==> src/hw/rtl/prdt_pkg.sv <==
// Shared types, register indexes and reset values for the pulse-distance
// remote transmitter. No dependencies.
package prdt_pkg;

    localparam int US_PER_MS_DEF     = 1000;
    localparam int BITS_PER_BYTE_DEF = 8;

    localparam int CFG_IDX_W = 3;
    localparam int LEN_W     = 16;

    localparam logic [CFG_IDX_W-1:0] REG_HEADER_LOW  = 3'd0;
    localparam logic [CFG_IDX_W-1:0] REG_HEADER_HIGH = 3'd1;
    localparam logic [CFG_IDX_W-1:0] REG_MARK        = 3'd2;
    localparam logic [CFG_IDX_W-1:0] REG_SPACE_ZERO  = 3'd3;
    localparam logic [CFG_IDX_W-1:0] REG_SPACE_ONE   = 3'd4;

    localparam logic [LEN_W-1:0] HEADER_LOW_RST  = 16'd6000;
    localparam logic [LEN_W-1:0] HEADER_HIGH_RST = 16'd3000;
    localparam logic [LEN_W-1:0] MARK_RST        = 16'd400;
    localparam logic [LEN_W-1:0] SPACE_ZERO_RST  = 16'd400;
    localparam logic [LEN_W-1:0] SPACE_ONE_RST   = 16'd1200;

    typedef struct packed {
        logic [LEN_W-1:0] header_low_us;
        logic [LEN_W-1:0] header_high_us;
        logic [LEN_W-1:0] mark_us;
        logic [LEN_W-1:0] space_zero_us;
        logic [LEN_W-1:0] space_one_us;
    } prdt_cfg_t;

    typedef enum logic [5:0] {
        PH_IDLE     = 6'b000001,
        PH_HDR_LOW  = 6'b000010,
        PH_HDR_HIGH = 6'b000100,
        PH_MARK     = 6'b001000,
        PH_SPACE    = 6'b010000,
        PH_HOLD     = 6'b100000
    } prdt_phase_t;

    // A programmed length of zero lasts one tick.
    function automatic logic [LEN_W-1:0] len_of(input logic [LEN_W-1:0] v);
        return (v == '0) ? LEN_W'(1) : v;
    endfunction

endpackage

==> src/hw/rtl/prdt_cfg_regs.sv <==
// Timing register file for the pulse-distance remote transmitter.
// Depends on prdt_pkg for the register indexes, reset values and struct.
module prdt_cfg_regs (
    input  logic                               clk,
    input  logic                               rst_n,
    input  logic                               cfg_valid,
    output logic                               cfg_ready,
    input  logic [prdt_pkg::CFG_IDX_W-1:0]     cfg_index,
    input  logic [prdt_pkg::LEN_W-1:0]         cfg_data,
    output prdt_pkg::prdt_cfg_t                cfg
);

    prdt_pkg::prdt_cfg_t cfg_reg;
    prdt_pkg::prdt_cfg_t cfg_next;

    assign cfg_ready = 1'b1;
    assign cfg       = cfg_reg;

    always_comb
    begin
        cfg_next = cfg_reg;
        if (cfg_valid)
        begin
            case (cfg_index)
                prdt_pkg::REG_HEADER_LOW:  cfg_next.header_low_us  = cfg_data;
                prdt_pkg::REG_HEADER_HIGH: cfg_next.header_high_us = cfg_data;
                prdt_pkg::REG_MARK:        cfg_next.mark_us        = cfg_data;
                prdt_pkg::REG_SPACE_ZERO:  cfg_next.space_zero_us  = cfg_data;
                prdt_pkg::REG_SPACE_ONE:   cfg_next.space_one_us   = cfg_data;
                default:                   cfg_next = cfg_reg;
            endcase
        end
    end

    always_ff @(posedge clk or negedge rst_n)
    begin
        if (!rst_n)
        begin
            cfg_reg.header_low_us  <= prdt_pkg::HEADER_LOW_RST;
            cfg_reg.header_high_us <= prdt_pkg::HEADER_HIGH_RST;
            cfg_reg.mark_us        <= prdt_pkg::MARK_RST;
            cfg_reg.space_zero_us  <= prdt_pkg::SPACE_ZERO_RST;
            cfg_reg.space_one_us   <= prdt_pkg::SPACE_ONE_RST;
        end
        else
        begin
            cfg_reg <= cfg_next;
        end
    end

endmodule

==> src/hw/rtl/prdt_core.sv <==
// Waveform sequencer: phase, tick, bit and hold counters updated once per item.
// Depends on prdt_pkg for the phase enum, config struct and len_of.
module prdt_core #(
    parameter int US_PER_MS     = prdt_pkg::US_PER_MS_DEF,
    parameter int BITS_PER_BYTE = prdt_pkg::BITS_PER_BYTE_DEF
) (
    input  logic                          clk,
    input  logic                          rst_n,
    input  logic                          step,
    input  logic                          kind,
    input  logic [7:0]                    first_byte,
    input  logic [7:0]                    second_byte,
    input  logic [prdt_pkg::LEN_W-1:0]    hold_ms,
    input  prdt_pkg::prdt_cfg_t           cfg,
    output logic                          line_next,
    output logic                          busy_next,
    output logic                          rejected_next
);

    localparam int FRAME_W = 2 * BITS_PER_BYTE;
    localparam int CNT_W   = $clog2(FRAME_W + 1);
    localparam int PSC_W   = (US_PER_MS > 1) ? $clog2(US_PER_MS) : 1;

    prdt_pkg::prdt_phase_t          phase_reg, phase_next;
    logic [prdt_pkg::LEN_W-1:0]     ticks_reg, ticks_next;
    logic [PSC_W-1:0]               psc_reg, psc_next;
    logic [CNT_W-1:0]               bit_cnt_reg, bit_cnt_next;
    logic [FRAME_W-1:0]             frame_reg, frame_next;
    logic [prdt_pkg::LEN_W-1:0]     hold_left_reg, hold_left_next;
    logic [prdt_pkg::LEN_W-1:0]     hold_len_reg, hold_len_next;

    logic [FRAME_W-1:0]             frame_load;
    logic [31:0]                    first_ext;
    logic [31:0]                    second_ext;
    logic [CNT_W-1:0]               bit_cnt_inc;
    logic                           last_tick;

    assign first_ext  = {24'd0, first_byte};
    assign second_ext = {24'd0, second_byte};

    // Bits above the byte width are never sent.
    always_comb
    begin
        for (int i = 0; i < BITS_PER_BYTE; i++)
        begin
            frame_load[i]                 = first_ext[i];
            frame_load[BITS_PER_BYTE + i] = second_ext[i];
        end
    end

    assign bit_cnt_inc = bit_cnt_reg + CNT_W'(1);
    assign last_tick   = (ticks_reg == prdt_pkg::LEN_W'(1));

    always_comb
    begin
        phase_next     = phase_reg;
        ticks_next     = ticks_reg;
        psc_next       = psc_reg;
        bit_cnt_next   = bit_cnt_reg;
        frame_next     = frame_reg;
        hold_left_next = hold_left_reg;
        hold_len_next  = hold_len_reg;
        rejected_next  = 1'b0;

        if (kind)
        begin
            if (phase_reg != prdt_pkg::PH_IDLE)
            begin
                rejected_next = 1'b1;
            end
            else
            begin
                frame_next     = frame_load;
                hold_len_next  = hold_ms;
                bit_cnt_next   = '0;
                psc_next       = '0;
                hold_left_next = '0;
                phase_next     = prdt_pkg::PH_HDR_LOW;
                ticks_next     = prdt_pkg::len_of(cfg.header_low_us);
            end
        end
        else
        begin
            case (phase_reg)
                prdt_pkg::PH_IDLE:
                begin
                    phase_next = prdt_pkg::PH_IDLE;
                end
                prdt_pkg::PH_HDR_LOW:
                begin
                    ticks_next = ticks_reg - prdt_pkg::LEN_W'(1);
                    if (last_tick)
                    begin
                        phase_next = prdt_pkg::PH_HDR_HIGH;
                        ticks_next = prdt_pkg::len_of(cfg.header_high_us);
                    end
                end
                prdt_pkg::PH_HDR_HIGH:
                begin
                    ticks_next = ticks_reg - prdt_pkg::LEN_W'(1);
                    if (last_tick)
                    begin
                        phase_next   = prdt_pkg::PH_MARK;
                        bit_cnt_next = '0;
                        ticks_next   = prdt_pkg::len_of(cfg.mark_us);
                    end
                end
                prdt_pkg::PH_MARK:
                begin
                    ticks_next = ticks_reg - prdt_pkg::LEN_W'(1);
                    if (last_tick)
                    begin
                        // The current bit always sits at the bottom of the frame.
                        phase_next = prdt_pkg::PH_SPACE;
                        ticks_next = prdt_pkg::len_of(frame_reg[0] ? cfg.space_one_us
                                                                   : cfg.space_zero_us);
                    end
                end
                prdt_pkg::PH_SPACE:
                begin
                    ticks_next = ticks_reg - prdt_pkg::LEN_W'(1);
                    if (last_tick)
                    begin
                        bit_cnt_next = bit_cnt_inc;
                        frame_next   = frame_reg >> 1;
                        if (bit_cnt_inc < CNT_W'(FRAME_W))
                        begin
                            phase_next = prdt_pkg::PH_MARK;
                            ticks_next = prdt_pkg::len_of(cfg.mark_us);
                        end
                        else if (hold_len_reg == '0)
                        begin
                            phase_next = prdt_pkg::PH_IDLE;
                        end
                        else
                        begin
                            phase_next     = prdt_pkg::PH_HOLD;
                            hold_left_next = hold_len_reg;
                            psc_next       = '0;
                        end
                    end
                end
                prdt_pkg::PH_HOLD:
                begin
                    psc_next = psc_reg + PSC_W'(1);
                    if (psc_reg == PSC_W'(US_PER_MS - 1))
                    begin
                        psc_next       = '0;
                        hold_left_next = hold_left_reg - prdt_pkg::LEN_W'(1);
                        if (hold_left_reg == prdt_pkg::LEN_W'(1))
                        begin
                            phase_next = prdt_pkg::PH_IDLE;
                        end
                    end
                end
                default:
                begin
                    phase_next = prdt_pkg::PH_IDLE;
                end
            endcase
        end
    end

    assign line_next = (phase_next == prdt_pkg::PH_IDLE) ||
                       (phase_next == prdt_pkg::PH_HDR_HIGH) ||
                       (phase_next == prdt_pkg::PH_SPACE);
    assign busy_next = (phase_next != prdt_pkg::PH_IDLE);

    always_ff @(posedge clk or negedge rst_n)
    begin
        if (!rst_n)
        begin
            phase_reg     <= prdt_pkg::PH_IDLE;
            ticks_reg     <= '0;
            psc_reg       <= '0;
            bit_cnt_reg   <= '0;
            frame_reg     <= '0;
            hold_left_reg <= '0;
            hold_len_reg  <= '0;
        end
        else if (step)
        begin
            phase_reg     <= phase_next;
            ticks_reg     <= ticks_next;
            psc_reg       <= psc_next;
            bit_cnt_reg   <= bit_cnt_next;
            frame_reg     <= frame_next;
            hold_left_reg <= hold_left_next;
            hold_len_reg  <= hold_len_next;
        end
    end

    // Counting phases never sit at a zero count.
    a_ticks_nonzero: assert property (@(posedge clk) disable iff (!rst_n)
        (phase_reg == prdt_pkg::PH_HDR_LOW || phase_reg == prdt_pkg::PH_HDR_HIGH ||
         phase_reg == prdt_pkg::PH_MARK || phase_reg == prdt_pkg::PH_SPACE)
        |-> ticks_reg != '0)
        else $error("tick counter is zero in a counting phase");

    a_hold_nonzero: assert property (@(posedge clk) disable iff (!rst_n)
        phase_reg == prdt_pkg::PH_HOLD |-> hold_left_reg != '0)
        else $error("hold phase with no milliseconds left");

    a_start_taken: assert property (@(posedge clk) disable iff (!rst_n)
        step && kind && phase_reg == prdt_pkg::PH_IDLE |=> phase_reg == prdt_pkg::PH_HDR_LOW)
        else $error("start while idle did not open a frame");

    a_reject_busy: assert property (@(posedge clk) disable iff (!rst_n)
        step && kind && phase_reg != prdt_pkg::PH_IDLE |=> $stable(phase_reg))
        else $error("rejected start disturbed the frame");

endmodule

==> src/hw/rtl/pulse_distance_remote_transmitter.sv <==
// Top level of the pulse-distance remote transmitter: input stage, result stage.
// Depends on prdt_pkg, prdt_cfg_regs and prdt_core.
//
//  channel  signals                                        direction
//  in       in_valid/in_ready, kind, first_byte,           to block
//           second_byte, hold_ms
//  out      out_valid/out_ready, line_level, busy_res,     from block
//           start_rejected
//  cfg      cfg_valid/cfg_ready, cfg_index, cfg_data       to block
//
// One item per cycle sustained while the result is not stalled; each accepted item
// passes the input register, then the sequencer update into the result register.
// The sequencer counters take one step per item.
// After reset the sequencer is idle and the timing registers hold their defaults.
// A stalled result holds the result register; the input register keeps accepting
// until it, too, holds an item. cfg_ready is always high.
module pulse_distance_remote_transmitter #(
    parameter int US_PER_MS     = prdt_pkg::US_PER_MS_DEF,
    parameter int BITS_PER_BYTE = prdt_pkg::BITS_PER_BYTE_DEF
) (
    input  logic                              clk,
    input  logic                              rst_n,
    input  logic                              in_valid,
    output logic                              in_ready,
    input  logic                              kind,
    input  logic [7:0]                        first_byte,
    input  logic [7:0]                        second_byte,
    input  logic [prdt_pkg::LEN_W-1:0]        hold_ms,
    output logic                              out_valid,
    input  logic                              out_ready,
    output logic                              line_level,
    output logic                              busy_res,
    output logic                              start_rejected,
    input  logic                              cfg_valid,
    output logic                              cfg_ready,
    input  logic [prdt_pkg::CFG_IDX_W-1:0]    cfg_index,
    input  logic [prdt_pkg::LEN_W-1:0]        cfg_data
);

    prdt_pkg::prdt_cfg_t             cfg;

    logic                            stage_vld_reg;
    logic                            kind_reg;
    logic [7:0]                      first_reg;
    logic [7:0]                      second_reg;
    logic [prdt_pkg::LEN_W-1:0]      hold_reg;

    logic                            out_vld_reg;
    logic                            line_reg;
    logic                            busy_reg;
    logic                            rej_reg;

    logic                            stage_go;
    logic                            line_next;
    logic                            busy_next;
    logic                            rejected_next;

    prdt_cfg_regs u_cfg (
        .clk       (clk),
        .rst_n     (rst_n),
        .cfg_valid (cfg_valid),
        .cfg_ready (cfg_ready),
        .cfg_index (cfg_index),
        .cfg_data  (cfg_data),
        .cfg       (cfg)
    );

    prdt_core #(
        .US_PER_MS     (US_PER_MS),
        .BITS_PER_BYTE (BITS_PER_BYTE)
    ) u_core (
        .clk           (clk),
        .rst_n         (rst_n),
        .step          (stage_go),
        .kind          (kind_reg),
        .first_byte    (first_reg),
        .second_byte   (second_reg),
        .hold_ms       (hold_reg),
        .cfg           (cfg),
        .line_next     (line_next),
        .busy_next     (busy_next),
        .rejected_next (rejected_next)
    );

    // Advance the staged item when the result register is free or being drained.
    assign stage_go = stage_vld_reg && (!out_vld_reg || out_ready);
    assign in_ready = !stage_vld_reg || stage_go;

    assign out_valid      = out_vld_reg;
    assign line_level     = line_reg;
    assign busy_res       = busy_reg;
    assign start_rejected = rej_reg;

    always_ff @(posedge clk or negedge rst_n)
    begin
        if (!rst_n)
        begin
            stage_vld_reg <= 1'b0;
            out_vld_reg   <= 1'b0;
        end
        else
        begin
            if (in_valid && in_ready)
            begin
                stage_vld_reg <= 1'b1;
            end
            else if (stage_go)
            begin
                stage_vld_reg <= 1'b0;
            end

            if (stage_go)
            begin
                out_vld_reg <= 1'b1;
            end
            else if (out_ready)
            begin
                out_vld_reg <= 1'b0;
            end
        end
    end

    always_ff @(posedge clk)
    begin
        if (in_valid && in_ready)
        begin
            kind_reg   <= kind;
            first_reg  <= first_byte;
            second_reg <= second_byte;
            hold_reg   <= hold_ms;
        end
        if (stage_go)
        begin
            line_reg <= line_next;
            busy_reg <= busy_next;
            rej_reg  <= rejected_next;
        end
    end

endmodule

==> config.mk <==
export PLATFORM = sky130hd
export DESIGN_NAME = pulse_distance_remote_transmitter
export DESIGN_NICKNAME = d
export VERILOG_FILES = /design/src/hw/rtl/prdt_pkg.sv /design/src/hw/rtl/prdt_cfg_regs.sv /design/src/hw/rtl/prdt_core.sv /design/src/hw/rtl/pulse_distance_remote_transmitter.sv
export SDC_FILE = /design/constraint.sdc
export NUM_CORES = 1
export LEC_CHECK = 0
export BUFFER_PORTS_ARGS = -buffer_cell sky130_fd_sc_hd__clkbuf_2
export CAP_MARGIN = 20
export CORE_AREA = 2 2 119 179
export DETAILED_ROUTE_END_ITERATION = 12
export DIE_AREA = 0 0 121 181
export PLACE_DENSITY = 0.67
export SLEW_MARGIN = 20
export SYNTH_ARGS = -nofsm -noshare
export SYNTH_HDL_FRONTEND = slang
export SYNTH_SLANG_ARGS = --single-unit
export TNS_END_PERCENT = 10
==> constraint.sdc <==
create_clock -name clk -period 4.98 [get_ports clk]
set_input_delay 0.747 -clock clk [delete_from_list [all_inputs] [get_ports clk]]
set_output_delay 0.747 -clock clk [all_outputs]
set_load 0.005 [all_outputs]
### Word level (Yosys, flattened, before mapping)

Index checks and enable logic that the tools add are counted.

| word-level totals | value |
|---|---|
| bits in registers | 203 |

| cells by class | value |
|---|---|
| reduce and logical (&&, ||, !) cells | 32 |
| $add $sub $neg | 4 |
| muxes and demuxes | 52 |
| $lt $le $gt $ge | 1 |
| equality and inequality tests | 23 |
| bitwise logic cells | 1 |

Operators with widths:

| kind | number |
|---|---|
| $mux 16 | 22 |
| $logic_not 16->1 | 5 |
| $pmux 16 s4 | 1 |
| $mux 10 | 6 |
| $mux 6 | 10 |
| $eq 16x1->1 const B | 2 |
| $pmux 16 s2 | 1 |
| $sub 16x1->16 const B | 2 |
| $pmux 6 s5 | 1 |
| $mux 5 | 4 |
| $pmux 10 s2 | 1 |
| $eq 6x3->1 const B | 2 |
| $eq 6x5->1 const B | 2 |
| $ne 6x1->1 const B | 2 |
| $add 10x1->10 const B | 1 |
| $eq 10x10->1 const B | 1 |
| $pmux 5 s2 | 1 |
| $reduce_and 2->1 | 5 |
| $ne 3x2->1 const B | 3 |
| $reduce_bool 2->1 | 4 |
| $reduce_and 7->1 | 1 |
| $eq 3x2->1 const B | 2 |
| $eq 6x1->1 const B | 1 |
| $eq 6x2->1 const B | 1 |
| other kinds (20) | 32 |

### Logic depth before layout (Yosys ltp)

Gate-level depths: netlist of run 1.

| depth | value |
|---|---|
| word-level depth | 9 |
| mapped depth | 9 |

### By module

From an unflattened synthesis of run 1, not the netlist that was laid out.

| second synthesis, totals | value |
|---|---|
| cell total of the unflattened synthesis | 848 |
| area, all modules | 9,859.5 sq um |

By module, submodules not included:

| module | seq. area each (sq um) | cells each | instances | area each (sq um) |
|---|---|---|---|---|
| prdt_core | 2,128.3 | 629 | 1 | 5,582.9 |
| prdt_cfg_regs | 2,031.9 | 175 | 1 | 3,091.7 |
| pulse_distance_remote_transmitter | 1,131.1 | 44 | 1 | 1,184.9 |

### Least setup slack after synthesis of run 1

No wires, ideal clock.

| timing path | value |
|---|---|
| path type | input -> register |
| start point | input out_ready |
| end point | register u_core.ticks_reg[8] in the netlist's numbering |
| path buffers | 2 |
| arrival | 2,312 ps |
| path slack | 2,568 ps |
| required time | 4,881 ps |
| cell stages on the path | 9 |
| setup time | 99 ps |
| cell sequence | nand2b_1 nand2_1 clkinv_1 and2_1 buf_2 nor2_1 clkbuf_1 nor2_1 a311oi_1 |

| on the way | value |
|---|---|
| longest elaborated chain between the ends | 3 |

Ends and longest elaborated chain:

| item | line | text |
|---|---|---|
| start: declaration | pulse_distance_remote_transmitter.sv:30 | `input logic out_ready,` |
| $logic_or 1x1->1 | pulse_distance_remote_transmitter.sv:86 | `assign stage_go = stage_vld_reg && (!out_vld_reg \|\| out_ready);` |
| $logic_and 1x1->1 | pulse_distance_remote_transmitter.sv:86 |  |
| named net stage_go | pulse_distance_remote_transmitter.sv:53 | `logic stage_go;` |
| $reduce_and 3->1 (no source line) | -- |  |
| end signal: assignment | prdt_core.sv:184 | `ticks_reg <= ticks_next;` |
| end: declaration | prdt_core.sv:25 | `logic [prdt_pkg::LEN_W-1:0] ticks_reg, ticks_next;` |

The timed path passes the listed nets, and every way through them passes these cells.
A chain may end at the register's enable or synchronous reset.

### Worst setup path after layout of run 1

| timing path | value |
|---|---|
| start point | register u_core.phase_reg[1] |
| end point | register u_core.ticks_reg[7] in the netlist's numbering |

| on the way | value |
|---|---|
| longest elaborated chain between the ends | 3 |

Ends and longest elaborated chain:

| item | line | text |
|---|---|---|
| start: declaration | prdt_core.sv:24 | `prdt_pkg::prdt_phase_t phase_reg, phase_next;` |
| start signal: assignment | prdt_core.sv:173 | `phase_reg <= prdt_pkg::PH_IDLE;` |
| start signal: assignment | prdt_core.sv:183 | `phase_reg <= phase_next;` |
| $eq 6x5->1, or another cell as far along | prdt_core.sv:84 | `case (phase_reg)` |
| $pmux 16 s4, or another cell as far along | prdt_core.sv:84 |  |
| $mux 16 or $reduce_and 3->1 (tied branches) | -- |  |

Several ways; a longest one is shown, not always the timed one.

==> results of run 1 <==
kinds of logic after synthesis:
logic type,after synthesis,synth area share
AND/OR/NAND/NOR,333,0.1689
XOR/XNOR,18,0.01578
other,1,0.0003753
adder cells (fa/ha/maj),6,0.007514
flip-flops,203,0.5296
AO/OA/AOI/OAI,204,0.1316
buffers and inverters,67,0.02730
multiplexers,108,0.1188
layout by cell type (no fill, tap or decap), drive strengths merged, types with 8 or more instances in the layout:
| cell type | n |
|---|---|
| xor2 | 11 |
| nor2 | 56 |
| o31ai | 9 |
| nand2 | 113 |
| buf | 11 |
| or4 | 10 |
| inv | 15 |
| o21a | 8 |
| nor3 | 39 |
| clkinv | 10 |
| mux2i | 23 |
| nand2b | 9 |
| nor4 | 29 |
| o21ai | 87 |
| a21oi | 32 |
| nand4 | 13 |
| nand3 | 26 |
| dfstp | 25 |
| edfxtp | 36 |
| dfrtp | 142 |
| mux2 | 85 |
| clkbuf | 85 |
| a22o | 8 |
per-stage QoR:
stage | utilization | power [mW] | hold WS (ns) | area (sq um) | worst slack, ns
floorplan | - | 3.616 | 0.4217 | 9991 | 2.568
global placement | 0.5187 | 4.067 | 0.4244 | 10510 | 1.691
detailed placement | 0.5187 | 4.097 | 0.4282 | 10510 | 1.587
CTS | 0.5589 | 5.917 | 0.3604 | 11320 | 1.631
global route | 0.5592 | 6.253 | 0.3839 | 11330 | 1.262
finish | 0.5592 | 5.897 | 0.3045 | 11330 | 1.535
critical path, delay by kind of cell (launching register included):
kind | cells | cell delay [ns]
AO/OA/AOI/OAI | 1 | 0.11
AND/OR/NAND/NOR | 5 | 2.65
flip-flops | 1 | 0.54
power groups by stage:
stage / registers (mW) / logic [mW] / clock network, mW
2_1_floorplan: 2.41 / 1.21 / 0
3_3_place_gp: 2.58 / 1.49 / 0
5_1_grt: 2.64 / 1.71 / 1.90
3_5_place_dp: 2.59 / 1.51 / 0
6_report: 2.57 / 1.52 / 1.80
4_1_cts: 2.56 / 1.52 / 1.83
final cells by class:
cell class | instances | area [sq um]
clock buffers | 25 | 581.8
clock inverters | 15 | 231.5
fillers | 1794 | 8930
inverters | 16 | 60.06
multi-input cells | 670 | 4448
flip-flops and latches | 203 | 5291
well taps | 264 | 330.3
repair buffers | 71 | 386.6
worst paths after layout:
path	endpoint	depth (start not counted)
setup / recovery	u_core.ticks_reg[7]	6
hold / removal	u_core.psc_reg[2]	1
setup reg to reg	u_core.ticks_reg[7]	6
hold reg to reg	u_core.hold_len_reg[13]	2
max in group asynchronous	u_cfg.cfg[5]	2
min in group clk	first_reg[3]	1
layer usage:
metal	wire length (um)	GRT usage
met1	9642	0.2777
met2	12630	0.4013
met3	1060	0.03093
met4	1117	0.1005
met5	0	0
==> summary.md, run 1 <==
| Metric | Value |
|---|---|
| Crit path from | `u_core.phase_reg[1]` |
| Worst r2r src | `u_core.phase_reg[1]` |
| CTS Sinks | `just over 200` |
| Pins Over Slew Limit | `0` |
| Min Tclk post-route | `~3.4 ns` |
| DIE HEIGHT | `around 180 um` |
| Drc violations | `0` |
| Final setup violation count | `0` |
| Number of synthesized flops with an enable pin | `36` |
| H-tree lvl count | `1` |
| Worst R2R Setup Slack | `~1.5 ns` |
| Pin count of the biggest net entering global routing | `90` |
| I/O pin count | `63` |
| Placed wire-length estimate | `approximately 17 mm` |
| Clock power share | `0.305` |
| Post-CTS sizing | `0` |
| Final period util | `0.6918` |
| Global Route Usage Sum | `0.2289` |
| Final #Nets | `1,047` |
| Final Hold Viols | `0` |
| DRT antenna net count | `0` |
| Count of cell types in the netlist | `76` |
| Layout cells sized above 1 | `0.2370` |
| Critical Path RT | `around 5.4 ns` |
| GP Congestion | `0.9048` |
| Main flop type after synthesis | `dfrtp_1` |
| Leakage Power | `~4.7 nW` |
| Area contributors post-synth | `dfrtp_1 (36%), edfxtp_1 (11%), mux2_2 (9.6%)` |
| Net Count, Synth | `1,003` |
| Area Growth Syn to Fin | `13.40%` |
| Worst setup EP type | `flip-flop` |
| Vias | `7,555` |
| Slowest stage cell, crit path | `and2_1` |
| Sequential share of power | `0.436` |
| WL per Instance | `19.35 um` |
| NetSw | `1.989 mW` |
| Gr ovfl total | `0` |
| Deepest clock path buffer count | `3` |
| CTS Buf Count | `22` |
| CP Class | `flip-flop to flip-flop` |
| Post-CTS setup buffers | `0` |
| Max reg flops | `80` |
| Rel. slew slack | `0.4208` |
| Type of origin of the critical path | `flip-flop` |
| VDD IR-drop max | `352.6 uV` |
| Outcome | `finished, final reports clean` |
| Finished Layout Cells | `1,264` |
| Post-Syn Area | `0.009991 sq mm` |
| Synth Warn # | `0` |
| Cell taking the most area after synthesis | `dfrtp_1` |
| Post-synth top area share | `0.3557` |
| Sw Share | `0.3373` |
| Slowest stage delay, CP | `0.74 ns` |
| # rows | `64` |
| Drt first pass iters | `6` |
| CTS Hold Buffers Added | `0` |
| Worst Path Max Fanout | `23` |
| Average vias per placed instance | `5.977` |
| Arrival time worst endpoint | `roughly 3.8 ns` |
| Reg clk slew, reported paths | `0.06 ns` |
| Int Pwr | `3.908 mW` |
| Diodes inserted | `0` |
| Iter 0 DRT Violations | `606` |
| Max cap viols | `0` |
| P per Cell Area | `520.5 mW/mm^2` |
| First-pass GRT wire length | `40.11 mm` |
| CTS tree | `built` |
| Die footprint | `0.02190 sq mm` |
| Flops & latches, synth | `203` |
| Async SR Flop Fraction | `0.8227` |
| Core Footprint | `0.02026 sq mm` |
| Syn avg cell area | `10.63 sq um` |
| Combinational Power Share | `0.259` |
| Crit-path cells | `or4_4 > nor3_1 > and2_1 > nor2_1 > or3_1 > o211a_1` |
| Setup_tns | `0 ns` |
| Max Clock Freq | `0.2902 GHz` |
| Initial core utilization | `0.4931` |
| Die width | `121 um` |
| IO buf count | `61` |
| CTS root buf | `clkbuf_16` |
| Vias in the first global route | `7,691` |
| Post-synth top cells | `dfrtp_1 (142), nand2_1 (112), mux2_2 (85), o21ai_0 (84), nor2_1 (56)` |
| Drt total wl | `24.45 mm` |
| Gate Count Post-Synth | `940` |
| Post-synthesis sequential area ratio | `0.5296` |
| Unrepaired setup endpoints after global routing | `false` |
| Clock Latency Late Sink | `slightly above 0.5 ns` |
| Worst-Margin Slew | `0.8688 ns` |
| Placed Cells incl. Taps | `about 1,200` |
| Clock skew | `0.01852 ns` |
| Initial antenna violation count | `0` |
| Count leader, synth | `dfrtp_1` |
| Worst hold path type | `primary input to asynchronous set/reset pin` |
Note: power is estimated with default switching activity, not from simulation.
==> run 2: changes to the inputs <==
==> constraint.sdc (replaced) <==
create_clock -name clk -period 3.3 [get_ports clk]
set_input_delay 0.495 -clock clk [delete_from_list [all_inputs] [get_ports clk]]
set_output_delay 0.495 -clock clk [all_outputs]
set_load 0.005 [all_outputs]
==> run 2 against run 1 <==
Effect of this change: the run now ends with negative hold slack left; worst hold slack lost 0.32 ns; sequential cell count is the same; worst setup slack lost 1.1 ns; via count grew 0.69%; sequential share of layout area shrank 0.12 points; largest cell class unchanged.
==> summary.md, run 2 (synthesis results as in run 1) <==
| Metric | Value |
|---|---|
| Max reg flops | `80 (unchanged)` |
| CTS tree | `built` |
| CP Class | `flip-flop to flip-flop` |
| Pins Over Slew Limit | `0 (unchanged)` |
| Pin count of the biggest net entering global routing | `69 (-23%)` |
| Placed Cells incl. Taps | `1,241 (+1.4%)` |
| Initial core utilization | `0.4931 (unchanged)` |
| CTS Buf Count | `21 (-4.5%)` |
| Worst hold margin | `-0.01671 ns (-0.3212 ns)` |
| Vias in the first global route | `7,565 (-1.6%)` |
| Unrepaired setup endpoints after global routing | `false` |
| Diodes inserted | `0 (unchanged)` |
| Rel. slew slack | `0.4303 (+0.009504)` |
| Worst setup EP type | `flip-flop` |
| Leakage Power | `4.719 nW (+0.92%)` |
| Worst Path Max Fanout | `17 (-26%)` |
| Clock power share | `0.278 (-0.027)` |
| Post-CTS sizing | `0 (unchanged)` |
| Met3 Use GR | `0.02999 (-0.0009470)` |
| DRT antenna net count | `0 (unchanged)` |
| CTS Hold Buffers Added | `0 (unchanged)` |
| Average vias per placed instance | `5.948 (-0.49%)` |
| Gr ovfl total | `0 (unchanged)` |
| Combinational Power Share | `0.275 (+0.016)` |
| Final Cell Area | `0.01136 sq mm (+0.26%)` |
| Crit path from | `u_core.phase_reg[3]` |
| Worst r2r src | `u_core.phase_reg[3]` |
| Worst hold path type | `primary input to asynchronous set/reset pin` |
| Layout cells sized above 1 | `0.2453 (+0.008320)` |
| Max Clock Freq | `0.3495 GHz (+20%)` |
| Placed Area | `0.01065 sq mm (+1.3%)` |
| Commonest non-fill, non-tap cells in the layout | `dfrtp_1 (142), nand2_1 (112), mux2_2 (85)` |
| Failing checks | `negative hold slack` |
| Commonest non-fill, non-tap cell in the layout | `dfrtp_1` |
| Iter 0 DRT Violations | `700 (+16%)` |
| WL per Instance | `19.37 um (+0.14%)` |
| Sequential share of power | `0.447 (+0.011)` |
| NetSw | `2.956 mW (+49%)` |
| Worst-Margin Slew | `0.8545 ns (-0.01426 ns)` |
| Drc violations | `0 (unchanged)` |
| # rows | `64 (unchanged)` |
| Arrival time worst endpoint | `3.30 ns (-0.53 ns)` |
| Drt first pass iters | `5 (-1)` |
| Clock Latency Late Sink | `0.51 ns (about the same)` |
| Setup_tns | `0 ns (unchanged)` |
| Finished Layout Cells | `1,279 (+1.2%)` |
| CTS root buf | `clkbuf_16` |
| IO buf count | `61 (unchanged)` |
| Die footprint | `0.02190 sq mm (unchanged)` |
| Placed wire-length estimate | `17.59 mm (+2.5%)` |
| Critical Path RT | `3.74 ns (-1.63 ns)` |
| P per Cell Area | `759.8 mW/mm^2 (+46%)` |
| Final Hold Viols | `11 (+11)` |
| Min Tclk post-route | `2.861 ns (-0.5839 ns)` |
| Global Route Usage Sum | `0.2307 (+0.001746)` |
| Initial antenna violation count | `0 (unchanged)` |
| Post-CTS setup buffers | `0 (unchanged)` |
| Reg clk slew, reported paths | `0.06 ns (about the same)` |
| First-pass GRT wire length | `40.16 mm (+0.12%)` |
| Drt total wl | `24.78 mm (+1.3%)` |
| Clock skew | `0.01743 ns (-0.001092 ns)` |
| Core Footprint | `0.02026 sq mm (unchanged)` |
| Deepest clock path buffer count | `3 (unchanged)` |
| Max cap viols | `0 (unchanged)` |
| M1 GR Usage | `0.2751 (-0.002609)` |
| VDD IR-drop max | `537.1 uV (+52%)` |
| Area Growth Syn to Fin | `13.70%` |
| Type of origin of the critical path | `flip-flop` |
| Met2 GRT Util | `0.4049 (+0.003596)` |
| Sw Share | `0.3425 (+0.005257)` |
| Vias | `7,607 (+0.69%)` |
| CTS Sinks | `203 (unchanged)` |
| I/O pin count | `63 (unchanged)` |
| GP Congestion | `0.8929 (-1.3%)` |
| Final period util | `0.8671 (+0.1753)` |
| DIE HEIGHT | `181 um (unchanged)` |
| Final setup violation count | `0 (unchanged)` |
| H-tree lvl count | `1 (unchanged)` |
| Int Pwr | `5.675 mW (+45%)` |
| Die width | `121 um (unchanged)` |
| Outcome | `finished with violations` |
| Final #Nets | `1,063 (+1.5%)` |
| GR peak layer | `met2` |
## run 2: cell count changes in the layout (fill, tap and decap cells not counted)
cell	change
buf_12	+1
buf_4	+16
bufinv_16	-4
clkbuf_1	+3
clkbuf_16	+1
clkbuf_8	+1
clkinv_4	-1
clkinv_8	-2
clkinvlp_4	-1
inv_6	+1
## run 2: area by class of cell
cell class                      count  area, sq um
Fill cell                        1771         8900
Inverter                           16        60.06
Multi-Input combinational cell    670         4448
Timing Repair Buffer               88        526.8
Sequential cell                   203         5291
Tap cell                          264        330.3
Clock inverter                      8        71.32
Clock buffer                       30        631.9
## run 2: power groups by stage
stage          logic (mW)  registers, mW  clock network, mW
4_1_cts              2.35           3.85               2.46
3_3_place_gp         2.30           3.87                  0
2_1_floorplan        1.82           3.63                  0
6_report             2.37           3.86               2.40
3_5_place_dp         2.34           3.89                  0
5_1_grt              2.63           3.95               2.57
## run 2: worst max-delay path, stage by stage (launching register included)
cell and delay (ns):
dfrtp_1 0.55, or4_4 0.53, nor3_1 0.59, and2_1 0.38
nor2_1 0.19, buf_4 0.20, a221oi_1 0.20, a22o_1 0.16
## run 2: routing by layer
| metal | share of wire | wire length [um] |
|---|---|---|
| met5 | 0 | 0 |
| met4 | 0.050 | 1248 |
| met3 | 0.039 | 969 |
| met2 | 0.53 | 13040 |
| met1 | 0.38 | 9518 |
## run 2: final timing paths
| path | slack, ns | end | cells after the start |
|---|---|---|---|
| max | 0.44 | u_core.ticks_reg[11] | 7 |
| min | -0.02 | u_core.psc_reg[2] | 1 |
| max reg2reg | 0.44 | u_core.ticks_reg[11] | 7 |
| min reg2reg | 0.44 | u_core.hold_len_reg[7] | 2 |
| max in group asynchronous | 2.38 | u_core.hold_len_reg[15] | 2 |
| min in group clk | 0.16 | first_reg[0] | 1 |
## run 2: stage by stage
stage | hold WS (ns) | setup slack (ns) | util | power [mW]
2_1_floorplan | 0.1994 | 1.009 | - | 5.457
3_5_place_dp | 0.4276 | 0.5933 | 0.5256 | 6.227
5_1_grt | 0.03474 | 0.2302 | 0.5607 | 9.151
4_1_cts | 0.02641 | 0.5754 | 0.5603 | 8.668
6_report | -0.01671 | 0.4385 | 0.5607 | 8.631
3_3_place_gp | 0.4258 | 0.6110 | 0.5256 | 6.167
==> run 3: changes to the inputs <==
--- a/config.mk
+++ b/config.mk
@@ -5,11 +5,12 @@
 export SDC_FILE = /design/constraint.sdc
 export NUM_CORES = 1
 export LEC_CHECK = 0
+export ABC_AREA = 1
 export BUFFER_PORTS_ARGS = -buffer_cell sky130_fd_sc_hd__clkbuf_2
 export CAP_MARGIN = 20
-export CORE_AREA = 2 2 119 179
+export CORE_AREA = 2 2 120 181
 export DETAILED_ROUTE_END_ITERATION = 12
-export DIE_AREA = 0 0 121 181
+export DIE_AREA = 0 0 122 183
 export PLACE_DENSITY = 0.67
 export SLEW_MARGIN = 20
 export SYNTH_ARGS = -nofsm -noshare
==> run 3 against run 2 <==
Effect of this change: the flow now finishes without violations; clock skew up 0.0037 ns; first-iteration DRC count down 33%; sequential cell count stayed put; count of clock-buffer cells in the layout unchanged; maximum frequency rose by 16%; sequential power is 3% lower; via count grew 7.6%; critical path depth increased by 5; combinational power rose by 6%; worst setup slack gained 0.39 ns; largest power group unchanged; routed wire length shrank 1.1%; largest cell class unchanged; die area grew 1.9%.
==> summary.md, run 3 <==
| Metric | Value |
|---|---|
| Deepest clock path buffer count | `3 (unchanged)` |
| Die footprint | `0.02233 sq mm (+1.9%)` |
| First-pass GRT wire length | `40.61 mm (+1.1%)` |
| Crit-path cells | `inv_1 > ha_1 > nand2_1 > nor2_1 > nand2_1 > nor2_8 > o21ai_2 > nor2_4 > nand2_4 > nor2_8 > nand2_4 > o21ai_0` |
| # rows | `65 (+1.6%)` |
| DIE HEIGHT | `183 um (+1.1%)` |
| Post-Syn Area | `0.01024 sq mm (+2.5%)` |
| Drt total wl | `24.50 mm (-1.1%)` |
| Worst hold path type | `primary input to flip-flop` |
| Pin count of the biggest net entering global routing | `61 (-12%)` |
| Syn avg cell area | `8.555 sq um (-20%)` |
| Type of origin of the critical path | `flip-flop` |
| Count of cell types in the netlist | `50 (-34%)` |
| Final Hold Viols | `0 (-11)` |
| Clock skew | `0.02109 ns (+0.003663 ns)` |
| Count leader, synth | `nand2_1` |
| Average vias per placed instance | `5.350 (-10%)` |
| Pins Over Slew Limit | `0 (unchanged)` |
| Area Growth Syn to Fin | `11.25%` |
| Clock Latency Late Sink | `0.51 ns (about the same)` |
| Async SR Flop Fraction | `0.8227 (unchanged)` |
| Max Clock Freq | `0.4045 GHz (+16%)` |
| Vias in the first global route | `8,326 (+10%)` |
| Final Cell Area | `0.01139 sq mm (+0.29%)` |
| Area contributors post-synth | `dfrtp_1 (35%), nand2_1 (12%), edfxtp_1 (11%)` |
| Cell taking the most area after synthesis | `dfrtp_1` |
| VDD IR-drop max | `482.8 uV (-10%)` |
| Drc violations | `0 (unchanged)` |
| Worst setup EP type | `flip-flop` |
| CTS root buf | `clkbuf_16` |
| Total power draw | `8.435 mW (-2.3%)` |
| Commonest non-fill, non-tap cell in the layout | `nand2_1` |
| CTS Buf Count | `20 (-4.8%)` |
| Max reg flops | `80 (unchanged)` |
| Initial antenna violation count | `0 (unchanged)` |
| Number of synthesized flops with an enable pin | `36 (unchanged)` |
| Initial core utilization | `0.4938 (+0.0006109)` |
| Worst hold margin | `0.1533 ns (+0.1700 ns)` |
| Reg clk slew, reported paths | `0.06 ns (about the same)` |
| Worst-Margin Slew | `0.9743 ns (+0.1198 ns)` |
| Final setup violation count | `0 (unchanged)` |
| Die width | `122 um (+0.83%)` |
| Post-CTS sizing | `0 (unchanged)` |
| Rel. slew slack | `0.3489 (-0.08143)` |
| Slowest stage delay, CP | `0.36 ns (-0.23 ns)` |
| I/O pin count | `63 (unchanged)` |
| Gate Count Post-Synth | `1,197 (+27%)` |
| Synth Warn # | `0 (unchanged)` |
| CTS tree | `built` |
| CTS Sinks | `203 (unchanged)` |
| CP Class | `flip-flop to flip-flop` |
| Core Footprint | `0.02074 sq mm (+2.4%)` |
| Flops & latches, synth | `203 (unchanged)` |
| Placed wire-length estimate | `17.56 mm (-0.17%)` |
| H-tree lvl count | `1 (unchanged)` |
| Commonest non-fill, non-tap cells in the layout | `nand2_1 (326), o21ai_0 (153), dfrtp_1 (142)` |
| Slowest stage cell, crit path | `dfrtp_1` |
| Final #Nets | `1,311 (+23%)` |
| Diodes inserted | `0 (unchanged)` |
| Unrepaired setup endpoints after global routing | `false` |
| Layout cells sized above 1 | `0.1601 (-0.08526)` |
| Global Route Usage Sum | `0.2269 (-0.003818)` |
| Placed Area | `0.01075 sq mm (+0.97%)` |
| GP Congestion | `0.9234 (+3.4%)` |
| Gr ovfl total | `0 (unchanged)` |
| Critical Path RT | `3.73 ns (about the same)` |
| Main flop type after synthesis | `dfrtp_1` |
| Setup_tns | `0 ns (unchanged)` |
| IO buf count | `61 (unchanged)` |
| P per Cell Area | `740.4 mW/mm^2 (-2.6%)` |
| Post-synthesis sequential area ratio | `0.5167 (-0.01288)` |
| Outcome | `finished, final reports clean` |
| Leakage Power | `5.265 nW (+12%)` |
| Placed Cells incl. Taps | `1,493 (+20%)` |
| Max cap viols | `0 (unchanged)` |
| Min Tclk post-route | `2.472 ns (-0.3892 ns)` |
| FILL cells | `1,933 (+9.1%)` |
| Post-synth top cells | `nand2_1 (326), o21ai_0 (153), dfrtp_1 (142), inv_1 (105), nor2_1 (91)` |
| Finished Layout Cells | `1,530 (+20%)` |
| WL per Instance | `16.01 um (-17%)` |
| Final period util | `0.7492 (-0.1179)` |
| Worst Path Max Fanout | `19 (+2)` |
| DRT antenna net count | `0 (unchanged)` |
| Arrival time worst endpoint | `2.90 ns (-0.40 ns)` |
| Iter 0 DRT Violations | `469 (-33%)` |
| Post-synth top area share | `0.3470 (-0.008648)` |
| Net Count, Synth | `1,260 (+26%)` |
| Drt first pass iters | `5 (unchanged)` |
| Vias | `8,186 (+7.6%)` |
-- run 3: cell count changes after synthesis, moves of 35 or more --
cell,before,now
mux2_2,85,15
nand3_1,25,61
o21ai_0,84,153
nand2_1,112,326
inv_1,15,105
nor2_1,56,91
-- run 3: power breakdown --
part	switching (mW)	total [mW]	internal, mW
Combinational	1.56	2.51	0.947
Clock	0.960	2.20	1.24
Sequential	0.493	3.73	3.23
Total	3.02	8.43	5.42
-- run 3: worst max-delay path: cells and delay by family (launching register included) --
kind / cells / cell delay, ns
DFF: 1 / 0.36
buffers and inverters: 1 / 0.12
adders and majority gates: 1 / 0.21
and+or+nand+nor: 8 / 1.38
AOI/OAI and AO/OA: 2 / 0.31
-- run 3: through the flow --
step | worst slack, ns | util
detailed placement | 0.8004 | 0.5185
floorplan | 1.449 | -
finish | 0.8277 | 0.5493
global route | 0.5557 | 0.5493
global placement | 0.8422 | 0.5185
CTS | 0.8266 | 0.5493
-- run 3: worst paths after layout --
path / from / to / slack [ns] / depth (start not counted)
min in group asynchronous: rst_n / u_core.psc_reg[8] / 0.55 / 2
max: u_core.ticks_reg[1] / u_core.hold_left_reg[5] / 0.83 / 12
max in group asynchronous: rst_n / u_cfg.cfg[20] / 1.89 / 3
max reg2reg: u_core.ticks_reg[1] / u_core.hold_left_reg[5] / 0.83 / 12
min reg2reg: hold_reg[8] / u_core.hold_len_reg[8] / 0.48 / 1
min: first_byte[2] / first_reg[2] / 0.15 / 1
-- run 3: area by class of cell --
class / count / area [sq um] / share of cell area
Sequential cell: 203 / 5291 / 0.4645
Multi-Input combinational cell: 837 / 4282 / 0.3758
Inverter: 110 / 415.4 / 0.03646
Timing Repair Buffer: 76 / 439.2 / 0.03855
Clock buffer: 30 / 588.1 / 0.05162
Tap cell: 268 / 335.3 / 0.02943
Clock inverter: 6 / 41.29 / 0.003624
-- run 3: kinds of logic (layout without fill, tap and decap cells) --
| kind of cell | count (synthesis) | after routing | synth area share |
|---|---|---|---|
| and+or+nand+nor | 553 | 553 | 0.2384 |
| AOI/OAI and AO/OA | 240 | 240 | 0.1364 |
| DFF | 203 | 203 | 0.5167 |
| buffers and inverters | 157 | 222 | 0.06537 |
| xor gates and xnor gates | 21 | 21 | 0.01796 |
| muxes | 16 | 16 | 0.01747 |
| adders and majority gates | 6 | 6 | 0.007331 |
| other | 1 | 1 | 0.0003662 |
-- run 3: routing by layer --
layer | wire, um | up-vias | global-route usage
li1 | - | 4056 | -
met1 | 9686 | 3902 | 0.2596
met2 | 13220 | 169 | 0.4291
met4 | 791 | 0 | 0.08000
met3 | 801 | 59 | 0.02550
met5 | 0 | - | 0
-- run 3: timing repair --
| item | 4_1_cts | 5_1_grt |
|---|---|---|
| hold buffers | 1 | 0 |
| setup buffers | 0 | 0 |
| endpoints found under the hold margin | 16 | 0 |
